`src/rtl/core/assert_macros.svh`:
```
`ifndef ASSERT_MACROS_SVH
`define ASSERT_MACROS_SVH

// same-cycle implication, held off while reset is asserted
`define PSPS_ASSERT_IMP(label, clk, rst_n, ante, cons, msg) \
  label: assert property (@(posedge clk) disable iff (!rst_n) (ante) |-> (cons)) \
    else $error(msg);

// next-cycle implication, held off while reset is asserted
`define PSPS_ASSERT_NXT(label, clk, rst_n, ante, cons, msg) \
  label: assert property (@(posedge clk) disable iff (!rst_n) (ante) |=> (cons)) \
    else $error(msg);

`endif

```
`src/rtl/core/psps_pkg.sv`:
```
`timescale 1ns / 1ps
`default_nettype none

package psps_pkg;

  // largest sieve bound the map holds
  localparam int MAX_LIMIT = 65536;

  // field widths
  localparam int NUM_W   = 17;
  localparam int SMALL_W = 16;

  // map memory geometry
  localparam int WORD_W = (MAX_LIMIT >= 64) ? 32 : 4;
  localparam int BIT_W  = $clog2(WORD_W);
  localparam int WORDS  = (MAX_LIMIT + WORD_W - 1) / WORD_W;
  localparam int WIDX_W = $clog2(WORDS);

  // sieve counters
  localparam int P_W   = (NUM_W + 1) / 2;
  localparam int PSQ_W = NUM_W + 1;
  localparam int M_W   = NUM_W + 1;

  localparam logic [NUM_W-1:0]  LIMIT_RST  = NUM_W'(65536);
  localparam logic [WORD_W-1:0] FILL_WORD0 = ~WORD_W'(3);

  typedef enum logic [2:0] {
    ST_IDLE,
    ST_FILL,
    ST_P_RD,
    ST_P_CHK,
    ST_MARK,
    ST_SEARCH,
    ST_DONE
  } state_t;

  typedef struct packed {
    logic idle;
    logic res_valid;
  } ctrl_stat_t;

  typedef struct packed {
    logic               found;
    logic [SMALL_W-1:0] smaller;
    logic [NUM_W-1:0]   larger;
    logic               status;
  } result_t;

  typedef struct packed {
    logic              wr_en;
    logic [WIDX_W-1:0] wr_addr;
    logic [WORD_W-1:0] wr_data;
    logic [WIDX_W-1:0] rd_addr_a;
    logic [WIDX_W-1:0] rd_addr_b;
  } mem_req_t;

  function automatic logic [NUM_W-1:0] eff_bound(input logic [NUM_W-1:0] lim);
    if (int'(lim) > MAX_LIMIT) eff_bound = NUM_W'(MAX_LIMIT);
    else eff_bound = lim;
  endfunction

  function automatic logic [WIDX_W-1:0] word_of(input logic [NUM_W-1:0] n);
    word_of = WIDX_W'(n >> BIT_W);
  endfunction

  function automatic logic [BIT_W-1:0] bit_of(input logic [NUM_W-1:0] n);
    bit_of = n[BIT_W-1:0];
  endfunction

endpackage

`default_nettype wire

```
`src/rtl/core/psps_ctrl.sv`:
```
`timescale 1ns / 1ps
`default_nettype none

module psps_ctrl (
  input  logic                                clk,
  input  logic                                rst_n,
  input  logic                                in_valid,
  input  logic [psps_pkg::NUM_W-1:0]          in_number,
  input  logic [psps_pkg::NUM_W-1:0]          bound,
  input  logic                                cfg_wr,
  input  logic                                res_take,
  input  logic [psps_pkg::WORD_W-1:0]         rd_data_a,
  input  logic [psps_pkg::WORD_W-1:0]         rd_data_b,
  output psps_pkg::mem_req_t                  mem_req,
  output psps_pkg::ctrl_stat_t                stat,
  output psps_pkg::result_t                   res
);

  import psps_pkg::*;

  state_t state_r, state_nxt;
  logic   map_ready_r;

  logic [NUM_W-1:0]   n_r;
  logic [NUM_W-2:0]   half_r;
  logic [WIDX_W-1:0]  fill_r;
  logic [P_W-1:0]     p_r;
  logic [PSQ_W-1:0]   psq_r;
  logic [M_W-1:0]     m_r;

  // marking stage: read issued last cycle, write back this cycle
  logic               mk_v_r;
  logic [WIDX_W-1:0]  mk_word_r;
  logic [BIT_W-1:0]   mk_bit_r;
  // last word written, for forwarding to a back-to-back hit on the same word
  logic               wb_v_r;
  logic [WIDX_W-1:0]  wb_word_r;
  logic [WORD_W-1:0]  wb_data_r;

  // search stage
  logic [NUM_W-1:0]   i_r;
  logic               s_v_r;
  logic [NUM_W-1:0]   s_i_r;
  logic [BIT_W-1:0]   s_bit_a_r;
  logic [BIT_W-1:0]   s_bit_b_r;

  result_t res_r;

  logic              psq_lt;
  logic              m_lt;
  logic              p_is_prime;
  logic              mark_issue;
  logic              search_issue;
  logic              hit;
  logic              search_miss;
  logic              p_step;
  logic [WORD_W-1:0] mk_base;
  logic [WORD_W-1:0] mk_data;
  logic [NUM_W-1:0]  pair_hi;

  assign psq_lt       = psq_r < PSQ_W'(bound);
  assign m_lt         = m_r < M_W'(bound);
  assign p_is_prime   = rd_data_a[bit_of(NUM_W'(p_r))];
  assign mark_issue   = (state_r == ST_MARK) && m_lt;
  assign search_issue = (state_r == ST_SEARCH) && (i_r <= NUM_W'(half_r));
  assign hit          = s_v_r && rd_data_a[s_bit_a_r] && rd_data_b[s_bit_b_r];
  assign search_miss  = (state_r == ST_SEARCH) && !hit && !search_issue && !s_v_r;
  assign p_step       = ((state_r == ST_P_CHK) && !p_is_prime) ||
                        ((state_r == ST_MARK) && !m_lt);
  assign mk_base      = (wb_v_r && (wb_word_r == mk_word_r)) ? wb_data_r : rd_data_a;
  assign mk_data      = mk_base & ~(WORD_W'(1) << mk_bit_r);
  assign pair_hi      = n_r - i_r;

  // next state
  always_comb begin
    state_nxt = state_r;
    unique case (state_r)
      ST_IDLE: begin
        if (in_valid) begin
          if (in_number > bound) state_nxt = ST_DONE;
          else if (!map_ready_r) state_nxt = ST_FILL;
          else state_nxt = ST_SEARCH;
        end
      end
      ST_FILL: begin
        if (fill_r == WIDX_W'(WORDS - 1)) state_nxt = ST_P_RD;
      end
      ST_P_RD: begin
        state_nxt = psq_lt ? ST_P_CHK : ST_SEARCH;
      end
      ST_P_CHK: begin
        state_nxt = p_is_prime ? ST_MARK : ST_P_RD;
      end
      ST_MARK: begin
        if (!m_lt) state_nxt = ST_P_RD;
      end
      ST_SEARCH: begin
        if (hit || search_miss) state_nxt = ST_DONE;
      end
      ST_DONE: begin
        if (res_take) state_nxt = ST_IDLE;
      end
      default: state_nxt = ST_IDLE;
    endcase
  end

  // outputs
  always_comb begin
    stat.idle      = (state_r == ST_IDLE);
    stat.res_valid = (state_r == ST_DONE);

    mem_req.wr_en     = (state_r == ST_FILL) || mk_v_r;
    mem_req.wr_addr   = (state_r == ST_FILL) ? fill_r : mk_word_r;
    mem_req.wr_data   = mk_data;
    if (state_r == ST_FILL) begin
      mem_req.wr_data = (fill_r == '0) ? FILL_WORD0 : '1;
    end

    mem_req.rd_addr_b = word_of(pair_hi);
    unique case (state_r)
      ST_P_RD:   mem_req.rd_addr_a = word_of(NUM_W'(p_r));
      ST_MARK:   mem_req.rd_addr_a = word_of(NUM_W'(m_r));
      ST_SEARCH: mem_req.rd_addr_a = word_of(i_r);
      default:   mem_req.rd_addr_a = '0;
    endcase
  end

  assign res = res_r;

  // control registers
  always_ff @(posedge clk) begin
    if (!rst_n) begin
      state_r     <= ST_IDLE;
      map_ready_r <= 1'b0;
      mk_v_r      <= 1'b0;
      wb_v_r      <= 1'b0;
      s_v_r       <= 1'b0;
    end else begin
      state_r <= state_nxt;
      mk_v_r  <= mark_issue;
      wb_v_r  <= mk_v_r;
      s_v_r   <= search_issue && !hit;
      if (cfg_wr) begin
        map_ready_r <= 1'b0;
      end else if ((state_r == ST_P_RD) && !psq_lt) begin
        map_ready_r <= 1'b1;
      end
    end
  end

  // datapath registers
  always_ff @(posedge clk) begin
    if ((state_r == ST_IDLE) && in_valid) begin
      n_r    <= in_number;
      half_r <= in_number[NUM_W-1:1];
    end

    if (state_r != ST_FILL) fill_r <= '0;
    else fill_r <= fill_r + WIDX_W'(1);

    if (state_r == ST_FILL) begin
      p_r   <= P_W'(2);
      psq_r <= PSQ_W'(4);
    end else if (p_step) begin
      p_r   <= p_r + P_W'(1);
      psq_r <= psq_r + (PSQ_W'(p_r) << 1) + PSQ_W'(1);
    end

    if (state_r == ST_P_CHK) begin
      m_r <= M_W'(p_r) << 1;
    end else if (mark_issue) begin
      m_r <= m_r + M_W'(p_r);
    end

    mk_word_r <= word_of(NUM_W'(m_r));
    mk_bit_r  <= bit_of(NUM_W'(m_r));
    wb_word_r <= mk_word_r;
    wb_data_r <= mk_data;

    if (state_r != ST_SEARCH) i_r <= NUM_W'(2);
    else if (search_issue) i_r <= i_r + NUM_W'(1);

    s_i_r     <= i_r;
    s_bit_a_r <= bit_of(i_r);
    s_bit_b_r <= bit_of(pair_hi);

    if ((state_r == ST_IDLE) && in_valid) begin
      res_r.found   <= 1'b0;
      res_r.smaller <= '0;
      res_r.larger  <= '0;
      res_r.status  <= (in_number > bound);
    end else if ((state_r == ST_SEARCH) && hit) begin
      res_r.found   <= 1'b1;
      res_r.smaller <= SMALL_W'(s_i_r);
      res_r.larger  <= n_r - s_i_r;
      res_r.status  <= 1'b0;
    end
  end

endmodule

`default_nettype wire

```
`config.mk`:
```
export PLATFORM = sky130hd
export DESIGN_NAME = psps_ctrl
export DESIGN_NICKNAME = d
export VERILOG_FILES = /design/src/rtl/core/assert_macros.svh /design/src/rtl/core/psps_pkg.sv /design/src/rtl/core/psps_ctrl.sv
export SDC_FILE = /design/constraint.sdc
export NUM_CORES = 1
export LEC_CHECK = 0
export ABC_AREA = 1
export BUFFER_PORTS_ARGS = -buffer_cell sky130_fd_sc_hd__buf_2
export CAP_MARGIN = 15
export CORE_ASPECT_RATIO = 1.75
export CORE_UTILIZATION = 64
export CTS_BUF_LIST = sky130_fd_sc_hd__clkbuf_8
export DETAILED_ROUTE_END_ITERATION = 6
export PLACE_DENSITY = 0.88
export SKIP_LAST_GASP = 1
export SYNTH_ARGS = -nofsm -noshare
export SYNTH_HDL_FRONTEND = slang
export SYNTH_SLANG_ARGS = --single-unit
export TNS_END_PERCENT = 20
```
`constraint.sdc`:
```
create_clock -name clk -period 7 [get_ports clk]
set_input_delay 0.35 -clock clk [delete_from_list [all_inputs] [get_ports clk]]
set_output_delay 0.35 -clock clk [all_outputs]
set_load 0.02 [all_outputs]
```
==> summary.txt <==
Clock tree
  • Post-cts resize count: 0
  • CTS buffer count: 31
  • Max Root-Sink Buffers: 3
  • Clock Pin Slew Worst Setup and Hold Paths: ~0.07 ns
  • Postcts setup bufs: 0
  • Max H-tree Level: 1
  • CTS Root Cell: clkbuf_8
  • Clk_lat worst skew: 0.62 ns
  • CTS Hold Bufs: 18
  • Clock sink count: between 200 and 250
  • CTS tree: yes

Power and ir drop
  • Leakage power: ~7.5 nW
  • Final Power: approximately 4.3 mW
  • P per Cell Area: 280 nW/um2
  • Worst vdd ir: roughly 0.00023 V

Layout
  • Area growth from synthesis to layout: 13.4%
  • Seq. cell area: ~4500 um2
  • Area of the multi-input gates: 7650 um2
  • NumNets Final: 2,358
  • Ant. Diodes: 0
  • Most frequent cells in the layout: 401 x nand2_1, 275 x inv_1, 211 x nor2_1
  • Filler cell count: between 1,500 and 2,000
  • Core Util, Final: 0.741
  • Commonest non-fill, non-tap cell in the layout: nand2_1
  • Layout cells sized above 1: 0.132

Drt
  • Routed WL: between 40 and 50 mm
  • Wire per inst: approximately 17 um
  • Antenna viol nets, final: 0
  • Drt via density: between 5 and 6
  • DRC: 9
  • Vias: 14,127
  • Initial DRT Pass Iterations: 7
  • DR iter-0 viols: about 1,100

Die
  • Die Y-Extent: roughly 190 um
  • Rows: 70
  • Die area: around 22,000 um2
  • Initial Util: 0.653
  • Core Region: 20,800 um2
  • Top-Level Pins: between 200 and 250
  • Die Width: 112 um

Hold path
  • Hold Crit Class: in -> reg

Setup path
  • Worst Path Max Fanout: 35
  • CP Capture Type: primary output
  • Startpoint types: register
  • CP Class: reg -> out
  • CP arrival: 3.42 ns
  • Worst EP required: about 6.7 ns

Synth
  • Library cells used by synthesis: 52
  • Mapped Nets: ~2,200
  • Cell taking the most area after synthesis: dfxtp_1
  • Synth Flop Type: dfxtp_1
  • Mean Syn Cell Area: between 7 and 8 um2
  • Synth warn: 0
  • Asr flop ratio synth: 0
  • Synth area leaders: dfxtp_1 27%, nand2_1 11%, ha_1 11%
  • Sequential share of the synthesized area: 0.333
  • Number of synthesized flops with an enable pin: 27
  • Number of synthesized register bits: between 200 and 250
  • Synth top area share: 0.273
  • Mapped Area: between 10,000 and 15,000 um2
  • Synthesized instance count: 1,938

STA
  • Max Fclk: between 0.2 and 0.3 GHz
  • RSZ-0062 raised after global routing: no
  • Tmin final: roughly 3.8 ns
  • Slew Viols, Final: 0
  • Final period utilization: 0.539
  • Relative max-transition margin: 0.350
  • Setup TNS Final: 0 ns
  • Hold Vio Cnt, Final: 0
  • Fin Clk Skew: 0.0287 ns
  • Setup-failing EPs final: 0
  • Setup WS post-layout: between 3 and 4 ns
  • Worst slew pin tran: 0.974 ns

Place
  • Number of buffers added on ports: 205
  • Post-place setup slack: ~3.7 ns
  • Post-DP HPWL: between 30 and 40 mm
  • RePlAce Congestion: around 0.98

GRT
  • Largest net degree at the start of global routing: between 60 and 70
  • First-pass GRT wire length: 65.4 mm
  • Tot GR Track Use: 0.375
  • Gr ovfl total: 0
  • Initial antenna violation count: 0
  • Vias in the first global route: about 14,000

Run status
  • Failing checks: design-rule violations
  • Outcome: finished, violations left

Job
  • Total of max-cap violations: 0
==> sequential cells by signal (all words and copies together), names as in the netlist <==
signal	flops
mk_v_r	1
fill_r	11
res	35
p_r	9
i_r	17
mk_word_r	11
s_bit_a_r	4
wb_data_r	32
s_bit_b_r	5
wb_v_r	1
map_ready_r	1
psq_r	18
s_v_r	1
wb_word_r	11
n_r	17
m_r	18
mk_bit_r	5
state_r	3
s_i_r	13
==> cell type report <==
type | instances | area share
flip-flops and latches | 213 | 0.294
well taps | 252 | 0.0204
clock inverters | 17 | 0.00859
inverters | 273 | 0.0667
multi-input cells | 1388 | 0.496
clock buffers | 40 | 0.0356
repair buffers | 226 | 0.0795
==> kinds of logic (layout without fill, tap and decap cells) <==
logic type,count (synthesis),count (layout),synth area share
fa+ha+maj,122,122,0.114
simple gates,858,858,0.269
buf+inv,337,556,0.105
xor+xnor,56,56,0.0360
compound gates,352,352,0.142
flops,213,213,0.333
==> path summary, 6_finish.rpt <==
| check | start | end | slack [ns] | cells past startpoint |
|---|---|---|---|---|
| worst max-delay path | mk_word_r[9]$_DFF_P_ | mem_req[40] | 3.23 | 11 |
| worst min-delay path | rd_data_a[23] | wb_data_r[23]$_DFF_P_ | 0.03 | 3 |
| worst max register to register | p_r[0]$_SDFFE_PP0P_ | psq_r[10]$_SDFFE_PP0P_ | 3.63 | 12 |
| worst min register to register | mk_word_r[0]$_DFF_P_ | wb_word_r[0]$_DFF_P_ | 0.36 | 0 |
==> Yosys cell counts (all sizes together), types with 2 or more instances <==
master,instances
clkinv,2
a211oi,3
nand3b,5
inv,271
nor3b,2
o21bai,4
nor2,213
a31oi,2
xor2,37
edfxtp,27
nand3,146
o22ai,22
or2,6
nand4,39
fa,4
o221ai,2
and3,4
a21o,3
buf,36
clkbuf,28
nand2,403
xnor2,19
o21a,5
a21oi,131
dfxtp,186
o41ai,2
ha,118
nor3,35
o21ai,159
nor4,4
o211ai,12
a21boi,4
==> stage by stage <==
stage          hold WS (ns)  std cells  instance area, um2
6_report             0.0290       2409               15400
5_1_grt              0.0432       2409               15400
4_1_cts              0.0181       2409               15400
3_5_place_dp          0.341       2334               14600
3_3_place_gp          0.333       2334               14600
2_1_floorplan         0.331       1938               13600
==> worst max-delay path, stage by stage (launching register included) <==
cell and delay [ns]:
dfxtp_1 0.34, inv_1 0.07, nand2_1 0.05, o21ai_0 0.07, nor2_1 0.10, nand4_1 0.09
nor2_1 0.15, nand2_1 0.54, inv_1 0.86, nor2_1 0.12, o21ai_0 0.23, buf_2 0.20
==> power by group <==
| part | switching [mW] | internal, mW | leakage (nW) |
|---|---|---|---|
| registers | 0.178 | 1.40 | 1.78 |
| clock network | 0.512 | 0.586 | 0.375 |
| logic | 1.08 | 0.567 | 5.38 |
==> per-layer routing <==
metal	GRT usage	vias to the layer above	wire length (um)
li1	-	6785	-
met1	0.371	6458	14400
met2	0.698	640	21600
met3	0.0493	244	2150
met4	0.289	0	3370
met5	0	-	0
No activity file was read; power rests on OpenSTA's default activity.
